### src/rtl/smid_pkg.sv
// ----------------------------------------------------------------------------
// smid_pkg - shared types and functions for the square marker id decoder
// Grid turning, row codeword distance and id extraction for 5x5 grids.
// ----------------------------------------------------------------------------
package smid_pkg;

    localparam int unsigned GridSide  = 5;
    localparam int unsigned GridBits  = GridSide * GridSide;
    localparam int unsigned NumRot    = 4;
    localparam int unsigned NumCode   = 4;
    localparam int unsigned RowDistW  = 3;
    localparam int unsigned SumW      = 5;
    localparam int unsigned IdW       = 10;
    localparam int unsigned RotW      = 2;

    typedef logic [GridBits-1:0]                 t_grid;
    typedef logic [GridSide-1:0]                 t_row;
    typedef logic [RowDistW-1:0]                 t_row_dist;
    typedef t_row_dist [GridSide-1:0]            t_grid_dists;
    typedef t_grid_dists [NumRot-1:0]            t_rot_dists;
    typedef logic [SumW-1:0]                     t_sum;
    typedef t_sum [NumRot-1:0]                   t_rot_sums;
    typedef logic [RotW-1:0]                     t_rot;
    typedef logic [IdW-1:0]                      t_id;

    // Codewords, column 0 in the most significant bit
    localparam t_row CODEWORDS [NumCode] = '{5'h10, 5'h17, 5'h09, 5'h0E};

    // Cell (row, col) of a grid
    function automatic logic cell_get(input t_grid g, input int unsigned r,
                                      input int unsigned c);
        return g[GridBits-1-(GridSide*r+c)];
    endfunction

    // One quarter turn: new(i,j) = old(4-j,i)
    function automatic t_grid quarter_turn(input t_grid g);
        t_grid t;
        t = '0;
        for (int unsigned i = 0; i < GridSide; i++) begin
            for (int unsigned j = 0; j < GridSide; j++) begin
                t[GridBits-1-(GridSide*i+j)] = cell_get(g, GridSide-1-j, i);
            end
        end
        return t;
    endfunction

    // Grid after n quarter turns
    function automatic t_grid grid_turn(input t_grid g, input t_rot n);
        t_grid t;
        unique case (n)
            2'd0:    t = g;
            2'd1:    t = quarter_turn(g);
            2'd2:    t = quarter_turn(quarter_turn(g));
            default: t = quarter_turn(quarter_turn(quarter_turn(g)));
        endcase
        return t;
    endfunction

    // Row y of a grid, column 0 in the most significant bit
    function automatic t_row grid_row(input t_grid g, input int unsigned y);
        return g[GridBits-1-GridSide*y -: GridSide];
    endfunction

    // Mismatch count to the nearest codeword
    function automatic t_row_dist row_dist(input t_row row);
        t_row      x;
        t_row_dist n;
        t_row_dist best;
        best = t_row_dist'(GridSide);
        for (int unsigned p = 0; p < NumCode; p++) begin
            x = row ^ CODEWORDS[p];
            n = '0;
            for (int unsigned k = 0; k < GridSide; k++) begin
                n = n + t_row_dist'(x[k]);
            end
            if (n < best) begin
                best = n;
            end
        end
        return best;
    endfunction

    // Id from columns 1 and 3, top row most significant
    function automatic t_id grid_id(input t_grid g);
        t_id v;
        v = '0;
        for (int unsigned y = 0; y < GridSide; y++) begin
            v[IdW-1-2*y]   = cell_get(g, y, 1);
            v[IdW-1-2*y-1] = cell_get(g, y, 3);
        end
        return v;
    endfunction

endpackage

### src/rtl/smid_row_dist.sv
// ----------------------------------------------------------------------------
// smid_row_dist - first pipeline stage of the marker decoder
// Turns the grid four ways and registers the nearest-codeword distance of
// every row of every orientation, with the grid and its valid bit.
// ----------------------------------------------------------------------------
module smid_row_dist
    import smid_pkg::*;
(
    input  logic        i_clk,
    input  logic        i_rst_n,
    input  logic        i_valid,
    input  t_grid       i_grid,
    output logic        o_valid,
    output t_grid       o_grid,
    output t_rot_dists  o_dists
);

    logic       r_valid;
    t_grid      r_grid;
    t_rot_dists r_dists;
    t_rot_dists n_dists;

    // Row distances for each orientation
    always_comb begin
        for (int unsigned r = 0; r < NumRot; r++) begin
            for (int unsigned y = 0; y < GridSide; y++) begin
                n_dists[r][y] = row_dist(grid_row(grid_turn(i_grid, t_rot'(r)), y));
            end
        end
    end

    // Advance the valid bit
    always_ff @(posedge i_clk) begin
        if (!i_rst_n) begin
            r_valid <= 1'b0;
        end else begin
            r_valid <= i_valid;
        end
    end

    // Hold the payload of the request
    always_ff @(posedge i_clk) begin
        r_grid  <= i_grid;
        r_dists <= n_dists;
    end

    assign o_valid = r_valid;
    assign o_grid  = r_grid;
    assign o_dists = r_dists;

endmodule

### src/rtl/square_marker_id_decode.sv
// ----------------------------------------------------------------------------
// square_marker_id_decode - 5x5 square marker id decoder
// Finds the orientation of a marker grid nearest to the codeword set and
// reads its 10-bit id when the match is exact.
// ----------------------------------------------------------------------------
//  Channel  | Ports                                         | Handshake
//  ---------+-----------------------------------------------+------------------
//  request  | i_marker_bits                                 | start, busy
//  result   | o_marker_id, o_found, o_rotation_count,       | o_valid strobe,
//           | o_best_distance                               | one cycle
//
//  Four register stages: row distances, orientation sums, best orientation,
//  id and result, each registered in turn.
//  One request is taken in every cycle; busy stays low.
//  Reset clears the valid bits only; requests in flight are dropped.
//  The receiver cannot stall, so results leave the pipeline as they arrive.
// ----------------------------------------------------------------------------
module square_marker_id_decode
    import smid_pkg::*;
(
    input  logic         i_clk,
    input  logic         i_rst_n,
    input  logic         start,
    output logic         busy,
    input  logic [24:0]  i_marker_bits,
    output logic         o_valid,
    output logic [9:0]   o_marker_id,
    output logic         o_found,
    output logic [1:0]   o_rotation_count,
    output logic [4:0]   o_best_distance
);

    logic       s1_valid;
    t_grid      s1_grid;
    t_rot_dists s1_dists;

    logic       r_s2_valid;
    t_grid      r_s2_grid;
    t_rot_sums  r_s2_sums;
    t_rot_sums  n_s2_sums;

    logic       r_s3_valid;
    t_grid      r_s3_grid;
    t_rot       r_s3_rot;
    t_sum       r_s3_dist;
    t_rot       n_s3_rot;
    t_sum       n_s3_dist;

    logic       r_s4_valid;
    t_id        r_s4_id;
    logic       r_s4_found;
    t_rot       r_s4_rot;
    t_sum       r_s4_dist;
    logic       n_s4_found;

    assign busy = 1'b0;

    // Stage 1: row distances of all orientations
    smid_row_dist u_row_dist (
        .i_clk   (i_clk),
        .i_rst_n (i_rst_n),
        .i_valid (start && !busy),
        .i_grid  (i_marker_bits),
        .o_valid (s1_valid),
        .o_grid  (s1_grid),
        .o_dists (s1_dists)
    );

    // Stage 2: sum the row distances of each orientation
    always_comb begin
        for (int unsigned r = 0; r < NumRot; r++) begin
            n_s2_sums[r] = '0;
            for (int unsigned y = 0; y < GridSide; y++) begin
                n_s2_sums[r] = n_s2_sums[r] + t_sum'(s1_dists[r][y]);
            end
        end
    end

    // Stage 3: pick the smallest sum, earliest orientation on a tie
    always_comb begin
        n_s3_rot  = '0;
        n_s3_dist = r_s2_sums[0];
        for (int unsigned r = 1; r < NumRot; r++) begin
            if (r_s2_sums[r] < n_s3_dist) begin
                n_s3_dist = r_s2_sums[r];
                n_s3_rot  = t_rot'(r);
            end
        end
    end

    // Stage 4: exact match flag
    assign n_s4_found = (r_s3_dist == '0);

    // Advance the valid bits
    always_ff @(posedge i_clk) begin
        if (!i_rst_n) begin
            r_s2_valid <= 1'b0;
            r_s3_valid <= 1'b0;
            r_s4_valid <= 1'b0;
        end else begin
            r_s2_valid <= s1_valid;
            r_s3_valid <= r_s2_valid;
            r_s4_valid <= r_s3_valid;
        end
    end

    // Advance the payload
    always_ff @(posedge i_clk) begin
        r_s2_grid  <= s1_grid;
        r_s2_sums  <= n_s2_sums;
        r_s3_grid  <= r_s2_grid;
        r_s3_rot   <= n_s3_rot;
        r_s3_dist  <= n_s3_dist;
        r_s4_found <= n_s4_found;
        r_s4_rot   <= r_s3_rot;
        r_s4_dist  <= r_s3_dist;
        r_s4_id    <= n_s4_found ? grid_id(grid_turn(r_s3_grid, r_s3_rot)) : '0;
    end

    assign o_valid          = r_s4_valid;
    assign o_marker_id      = r_s4_id;
    assign o_found          = r_s4_found;
    assign o_rotation_count = r_s4_rot;
    assign o_best_distance  = r_s4_dist;

endmodule

### config.mk
export PLATFORM = sky130hd
export DESIGN_NAME = square_marker_id_decode
export DESIGN_NICKNAME = d
export VERILOG_FILES = /design/src/rtl/smid_pkg.sv /design/src/rtl/smid_row_dist.sv /design/src/rtl/square_marker_id_decode.sv
export SDC_FILE = /design/constraint.sdc
export NUM_CORES = 1
export LEC_CHECK = 0
export BUFFER_PORTS_ARGS = -buffer_cell sky130_fd_sc_hd__buf_2
export CORE_ASPECT_RATIO = 0.5
export CORE_MARGIN = 2
export CORE_UTILIZATION = 50
export DETAILED_ROUTE_END_ITERATION = 16
export PLACE_DENSITY_LB_ADDON = 0.2
export SLEW_MARGIN = 40
export SYNTH_ARGS = -nofsm -noshare
export SYNTH_HDL_FRONTEND = slang
export SYNTH_HIERARCHICAL = 1
export SYNTH_SLANG_ARGS = --single-unit
export TNS_END_PERCENT = 30
### constraint.sdc
create_clock -name i_clk -period 5.5 [get_ports i_clk]
set_clock_uncertainty 0.2 [all_clocks]
set_input_delay 0.275 -clock i_clk [delete_from_list [all_inputs] [get_ports i_clk]]
set_output_delay 0.275 -clock i_clk [all_outputs]
set_load 0.01 [all_outputs]
=== Yosys cells after proc, flatten, opt, wreduce, memory -nomap -nowiden ===
Cells that the tools add are included.

* $add $sub $neg: 336
* Multiply operators: 0
* Div/mod/pow operators: 0
* Magnitude comparators: 83
* Equality and inequality tests: 2
* Shifts and indexed selects: 0
* Muxes and demuxes: 86
* Bitwise gates (word level): 76
* Reductions and logical operators: 3

{| class="wikitable"
|+ Operators by type and width
! cell !! number
|-
| adder 3 x 1 -> 3 bit || 240
|-
| two-way mux 3 bit || 80
|-
| < comparator 3 bit || 60
|-
| adder 1 x 1 -> 2 bit || 80
|-
| inverter 4 bit || 20
|-
| case mux 24 bit (3 select lines) || 1
|-
| < comparator 3 bit (second input constant) || 20
|-
| inverter 3 bit || 20
|-
| adder 5 x 3 -> 5 bit || 8
|-
| inverter 2 bit || 20
|-
| adder 4 x 3 -> 5 bit || 4
|-
| adder 3 x 3 -> 4 bit || 4
|-
| inverter 1 bit || 16
|-
| < comparator 5 bit || 3
|-
| two-way mux 5 bit || 3
|-
| logical NOT 5 bit || 1
|-
| equality test 2 x 1 -> 1 bit (second input constant) || 1
|-
| equality test 2 bit (second input constant) || 1
|-
| logical NOT 2 bit || 1
|-
| two-way mux 1 bit || 2
|-
| OR reduction 2 bit || 1
|}

* Register bits after elaboration: 184
* Bits in latches: 0
* RAM bits: 0
* Bits in read-only memories: 0
* Output and inout bits: 20
* Word-level logic and storage cells: 624
* Memories: 0

=== Longest topological paths before layout ===
Gate-level depths: netlist of run 1.

* Depth after elaboration: 12
* Depth in mapped cells: 24
* Gate-level depth less buffers: 22

=== Hierarchy ===
The synthesis of run 1 kept the hierarchy.

{| class="wikitable"
|+ Modules (own cells, without submodules)
! module !! times used !! cells each !! area an instance (um^2) !! sequential area each (um^2)
|-
| smid_row_dist || 1 || 1241 || 12161.7 || 1721.7
|-
| square_marker_id_decode || 1 || 303 || 3772.4 || 1601.5
|}

=== Worst setup path before layout of run 1 ===
No wires, ideal clock.

* Path type: input to register
* Start point: input port i_marker_bits[0]
* End point: register u_row_dist.r_dists (netlist bit u_row_dist/o_dists[13])
* Setup time: 0.121 ns
* Arrival time: 4.783 ns
* Data required time: 5.179 ns
* Setup slack: 0.397 ns
* Cell stages on the path: 20
* Buffers on the path: 0
* Cell sequence: inv_1 -> fa_1 -> fa_1 -> ha_1 -> ha_1 -> a21o_1 -> a221oi_1 -> mux2i_1 -> ha_1 -> or2_2 -> a21oi_1 -> a31oi_1 -> mux2i_1 -> inv_1 -> ha_1 -> a21oi_1 -> nor2b_1 -> nand2b_1 -> o21ai_0 -> mux2_2

{| class="wikitable"
|+ RTL lines
! item !! RTL line !! RTL
|-
| start, declared || square_marker_id_decode.sv:25 || <nowiki>input logic [24:0] i_marker_bits,</nowiki>
|-
| end signal, assigned || smid_row_dist.sv:44 || <nowiki>r_dists <= n_dists;</nowiki>
|-
| end, declared || smid_row_dist.sv:20 || <nowiki>t_rot_dists r_dists;</nowiki>
|}

==> results.json, run 1 <==
{
  "status": "complete, no violations",
  "portBuffers": 46,
  "critPathLaunchType": "input port",
  "p_leak_nw": 8.394,
  "syn2layout_area_growth_pct": 11.96,
  "grt_pass1_wl_um": 61390,
  "tritoncts": "done",
  "place_area_sq_mm": 0.01698,
  "initial_core_util_pct": 51.34,
  "fin_crit_sh_pct": 95.22,
  "vias": 11730,
  "min_period_ps": 5237,
  "cts.sinks": 157,
  "fp.dieW_um": 255.0,
  "end_kind": "flip-flop",
  "maxSlewHeadroom_pct": 58.16,
  "fin_util_pct": 57.48,
  "internal-power_w": 0.005196,
  "max_freq_mhz": 190.9,
  "fin_area_sq_mm": 0.01764,
  "drc_errors": 0,
  "drv_slew": 0,
  "dr.pass1.iters": 5,
  "p_comb_share_pct": 68.3,
  "rows": 45,
  "swShare_pct": 45.73,
  "power_frac_clock_pct": 12.4,
  "die_area_sq_mm": 0.03303,
  "antenna_found_initial": 1,
  "drtIter0Drc": 779,
  "vdd_drop_max_v": 0.0004402,
  "setup_violations": 0,
  "routabilityCongestion": 0.9180,
  "synth.net_count": 2017,
  "syn_avg_cell_area_sq_um": 10.26,
  "clk_pin_slew_ps": 80,
  "switchingPower_w": 0.004377,
  "tightest_slew_ps": 621.1,
  "yosysWarnings": 6,
  "grt_max_degree": 18,
  "grt_pass1_vias": 12120,
  "p_per_area_mw_per_mm2": 542.8,
  "die-height_um": 129.5,
  "arrival_ps": 5420,
  "min_path_type": "input port to flip-flop",
  "finalHoldViolCount": 0,
  "drv_cap": 0,
  "wirelength_um": 38640,
  "io_pins": 48,
  "crit_fanout": 6,
  "core_sq_mm": 0.03069,
  "wl_per_cell_um": 18.38,
  "cts_buffer_depth": 2,
  "dpl.hpwl_um": 33190,
  "drive_gt1_share_pct": 12.04,
  "fin_nets": 2147,
  "clk_latency_ps": 450,
  "syn-cell-area_sq_mm": 0.01575,
  "seq_power_share_pct": 19.3,
  "track_usage_pct": 24.44,
  "antenna_left": 0,
  "root_buffer": "clkbuf_16",
  "path_class": "input port to flip-flop",
  "htreeDepth": 4,
  "grt_overflow": 0,
  "routed_via_density": 5.579,
  "required_ps": 5680,
  "synthCells": 1535,
  "cts-buffers-inserted": 17
}
## final cells by class
cell class                      instances  area (sq um)
Fill cell                            2537         13050
Clock inverter                         14         145.1
Clock buffer                           18         439.2
Sequential cell                       157          3143
Timing Repair Buffer                  118         785.8
Multi-Input combinational cell       1122         11660
Antenna cell                            1         2.502
Inverter                              249         934.6
Tap cell                              423         529.3
## repair_timing
action / 4_1_cts / 5_1_grt
setup buffers: 0 / 1
endpoints found under the hold margin: 5 / 0
resized for setup: 0 / 10
endpoints found under the setup margin: 0 / 7
hold buffers: 4 / 0
## per-layer routing
layer,global-route usage [%],wire [um],part of all wire [%],up-vias
li1,-,-,-,5616
met1,33.05,18280,47,5808
met2,41.05,17720,46,259
met3,4.540,2113,5.5,44
met4,5.607,520,1.3,0
met5,0,0,0,-
## layout by cell type, fill, tap and decap left out, types with 16 or more instances in the layout
master     instances
a211oi_1          40
a21o_1            24
a21oi_1           92
buf_2             44
buf_4             69
clkbuf_16         17
dfxtp_1          157
fa_1             182
ha_1             272
inv_1            248
mux2i_1           25
nand2_1           32
nand2b_1          47
nor2_1            58
nor2b_1           18
o21a_1            36
o21ai_0           55
o31ai_1           16
## critical path, stage by stage
cell and delay, ps:
dlygate4sd3_1 530, buf_4 240, buf_4 260, fa_1 460, fa_1 380, ha_1 230
ha_1 330, inv_1 90, o211ai_1 80, a22o_1 280, ha_1 270, or2_2 270
a21oi_1 240, a31oi_1 100, mux2_2 330, ha_1 200, a21oi_1 240, nand2b_1 110
o31ai_1 300, mux2i_1 210
## power groups by stage
stage / Sequential, W / Clock, W / Combinational (W)
finish: 0.00184 / 0.00119 / 0.00654
global route: 0.00187 / 0.00125 / 0.00740
CTS: 0.00184 / 0.00120 / 0.00651
detailed placement: 0.00186 / 0 / 0.00642
global placement: 0.00186 / 0 / 0.00609
floorplan: 0.00173 / 0 / 0.00490
## sequential cells by signal, indices dropped and copies added, names as in the netlist
register            count
o_found                 1
r_s2_grid              16
r_s3_grid              16
r_s3_dist               5
u_row_dist/o_dists     60
r_s3_valid              1
o_rotation_count        2
u_row_dist/o_grid      16
o_valid                 1
o_best_distance         5
o_marker_id            10
r_s3_rot                2
r_s2_sums              20
u_row_dist/o_valid      1
r_s2_valid              1
## worst paths after layout
| path | to | depth (start not counted) | from | slack [ps] |
|---|---|---|---|---|
| worst max register to register | r_s3_dist[3]$_DFF_P_ | 22 | r_s2_sums[2]$_DFF_P_ | 410 |
| worst min-delay path | u_row_dist/o_grid[21]$_DFF_P_ | 1 | i_marker_bits[21] | 7 |
| worst max-delay path | u_row_dist/o_dists[46]$_DFF_P_ | 20 | i_marker_bits[5] | 260 |
| worst min register to register | r_s2_grid[5]$_DFF_P_ | 0 | u_row_dist/o_grid[5]$_DFF_P_ | 130 |
## per-stage QoR
stage,instances,setup slack (ps),hold slack (ps),power [W],TNS (ps)
after floorplan,1535,396.7,102.7,0.006632,0
after global placement,2064,123.9,111.3,0.007944,0
after detailed placement,2064,-85.33,112.1,0.008285,-198.6
after CTS,2100,159.6,4.051,0.009550,0
after global routing,2101,-9.218,17.05,0.01052,-9.218
final,2102,262.6,6.823,0.009573,0
(Power assumes the default switching activity.)
==> run 2: changes to the inputs <==
Settings changed: ABC_AREA from default to 1.
==> results.json, run 2 <==
{
  "fin_crit_sh_pct": 90.62,
  "critPathLaunchType": "input port",
  "end_kind": "flip-flop",
  "diodes": 0,
  "fp.dieW_um": 258.5,
  "yosysWarnings": 6,
  "maxSlewHeadroom_pct": 61.13,
  "drv_cap": 0,
  "path_class": "input port to flip-flop",
  "crit_fanout": 10,
  "p_total_w": 0.009262,
  "crit_buf_inv": 7,
  "synth.net_count": 2361,
  "cts_buffer_depth": 2,
  "largest_reg_flops": 60,
  "io_pins": 48,
  "wirelength_um": 35310,
  "cpMostUsedCell": "inv_1",
  "die_area_sq_mm": 0.03393,
  "routabilityCongestion": 0.8494,
  "min_path_type": "input port to flip-flop",
  "min_period_ps": 4984,
  "root_buffer": "clkbuf_16",
  "drv_slew": 0,
  "whs_path_depth": 1,
  "clk_pin_slew_ps": 70,
  "crit_slowest_cell": "fa_1",
  "core_sq_mm": 0.03177,
  "p_per_area_mw_per_mm2": 522.8,
  "drtIter0Drc": 606,
  "clk_latency_ps": 450,
  "seq_power_share_pct": 19.5,
  "arrival_ps": 5120,
  "synthCells": 1879,
  "cts-buffers-inserted": 17,
  "fin_nets": 2450,
  "slowest_delay_ps": 570,
  "postCtsHoldBufs": 5,
  "grt_max_degree": 17,
  "portBuffers": 46,
  "drive_gt1_share_pct": 16.16,
  "setup_violations": 0,
  "antenna_left": 0,
  "final_cell_mix": "420 x inv_1, 285 x nand2_1, 272 x ha_1, 182 x fa_1, 157 x dfxtp_1",
  "max_freq_mhz": 200.6,
  "initial_core_util_pct": 50.97,
  "p_comb_share_pct": 68.4,
  "worstHoldEndpoint": "u_row_dist/o_grid[18]$_DFF_P_",
  "swShare_pct": 49.50,
  "track_usage_pct": 22.68,
  "cts.sinks": 157,
  "finalHoldViolCount": 0,
  "tritoncts": "done",
  "grt_overflow": 0,
  "wl_per_cell_um": 14.64,
  "switchingPower_w": 0.004584,
  "vias": 11500,
  "dr.pass1.iters": 5,
  "htreeDepth": 4,
  "tightest_slew_ps": 582.4,
  "internal-power_w": 0.004678,
  "rr_startpoint": "r_s2_sums[2]$_DFF_P_",
  "hp-start": "i_marker_bits[18]",
  "vdd_drop_max_v": 0.0003690,
  "r2r_setup_slack_ps": 1540,
  "syn2layout_area_growth_pct": 9.395,
  "routed_via_density": 4.768,
  "status": "complete, no violations",
  "fin_area_sq_mm": 0.01772,
  "finalSetupTns_ps": 0,
  "grt_pass1_vias": 11570,
  "p_leak_nw": 9.594,
  "post_cts_buffers": 0,
  "die-height_um": 131.3,
  "syn_avg_cell_area_sq_um": 8.619,
  "drc_errors": 0,
  "required_ps": 5640,
  "crit_family": "adder cells",
  "final_common_cell": "inv_1",
  "place_area_sq_mm": 0.01711,
  "grt_pass1_wl_um": 59220,
  "dpl.hpwl_um": 30330,
  "ctsResizeCount": 0,
  "power_frac_clock_pct": 12.1,
  "rsz0062_at_grt": "false",
  "setup_ws_ps": 516.0,
  "rows": 46,
  "syn-cell-area_sq_mm": 0.01619,
  "antenna_found_initial": 0,
  "reg2regPathDepth": 21,
  "place_ws_ps": 605.5,
  "r2r-end": "r_s3_dist[2]$_DFF_P_"
}
[run 2: worst max path at each step]
| stage | startpoint | endpoint | slack (ps) | cells after the start |
|---|---|---|---|---|
| 2_1_floorplan | i_marker_bits[5] | u_row_dist/o_dists[10]$_DFF_P_ | 1340 | 24 |
| 3_3_place_gp | i_marker_bits[17] | u_row_dist/o_dists[40]$_DFF_P_ | 650 | 23 |
| 3_5_place_dp | i_marker_bits[1] | u_row_dist/o_dists[49]$_DFF_P_ | 610 | 24 |
| 4_1_cts | i_marker_bits[1] | u_row_dist/o_dists[48]$_DFF_P_ | 530 | 25 |
| 5_1_grt | i_marker_bits[1] | u_row_dist/o_dists[48]$_DFF_P_ | 40 | 25 |
| 6_report | i_marker_bits[1] | u_row_dist/o_dists[49]$_DFF_P_ | 520 | 25 |
[run 2: worst reg2reg max path: cells and delay by family (launching register included)]
kind                       cells  cell delay [ps]
DFF                            1              380
AOI/OAI and AO/OA              5             1170
adders and majority gates      3              880
and+or+nand+nor               10             1020
buffers and inverters          3              210
[run 2: power groups by stage]
stage          sequential, W  clock, W  combinational (W)
6_report             0.00180   0.00112            0.00633
4_1_cts              0.00181   0.00115            0.00639
3_3_place_gp         0.00183         0            0.00622
5_1_grt              0.00184   0.00120            0.00742
3_5_place_dp         0.00183         0            0.00632
2_1_floorplan        0.00174         0            0.00482
[run 2: per-stage QoR]
step	std cells	hold slack, ps	utilization [%]
5_1_grt	2412	10.78	55.76
3_5_place_dp	2376	112.1	53.85
3_3_place_gp	2376	109.6	53.85
2_1_floorplan	1879	102.7	-
4_1_cts	2412	3.136	55.75
6_report	2412	1.084	55.76
[run 2: per-layer routing]
layer  wire [um]  track usage (%)  vias up
met5           0                0        -
met4         632            6.230        0
met3        1903            4.765       38
met2       14860            34.45      164
met1       17910            32.62     5296
li1            -                -     6002
[run 2: layout make-up]
class / count / area [sq um]
sequential: 157 / 3143
timing repair buffer: 73 / 445.4
clock buffer: 18 / 439.2
inverter: 426 / 1599
multi-input combinational: 1293 / 11430
fill: 2971 / 14050
tap: 432 / 540.5
clock inverter: 13 / 113.9
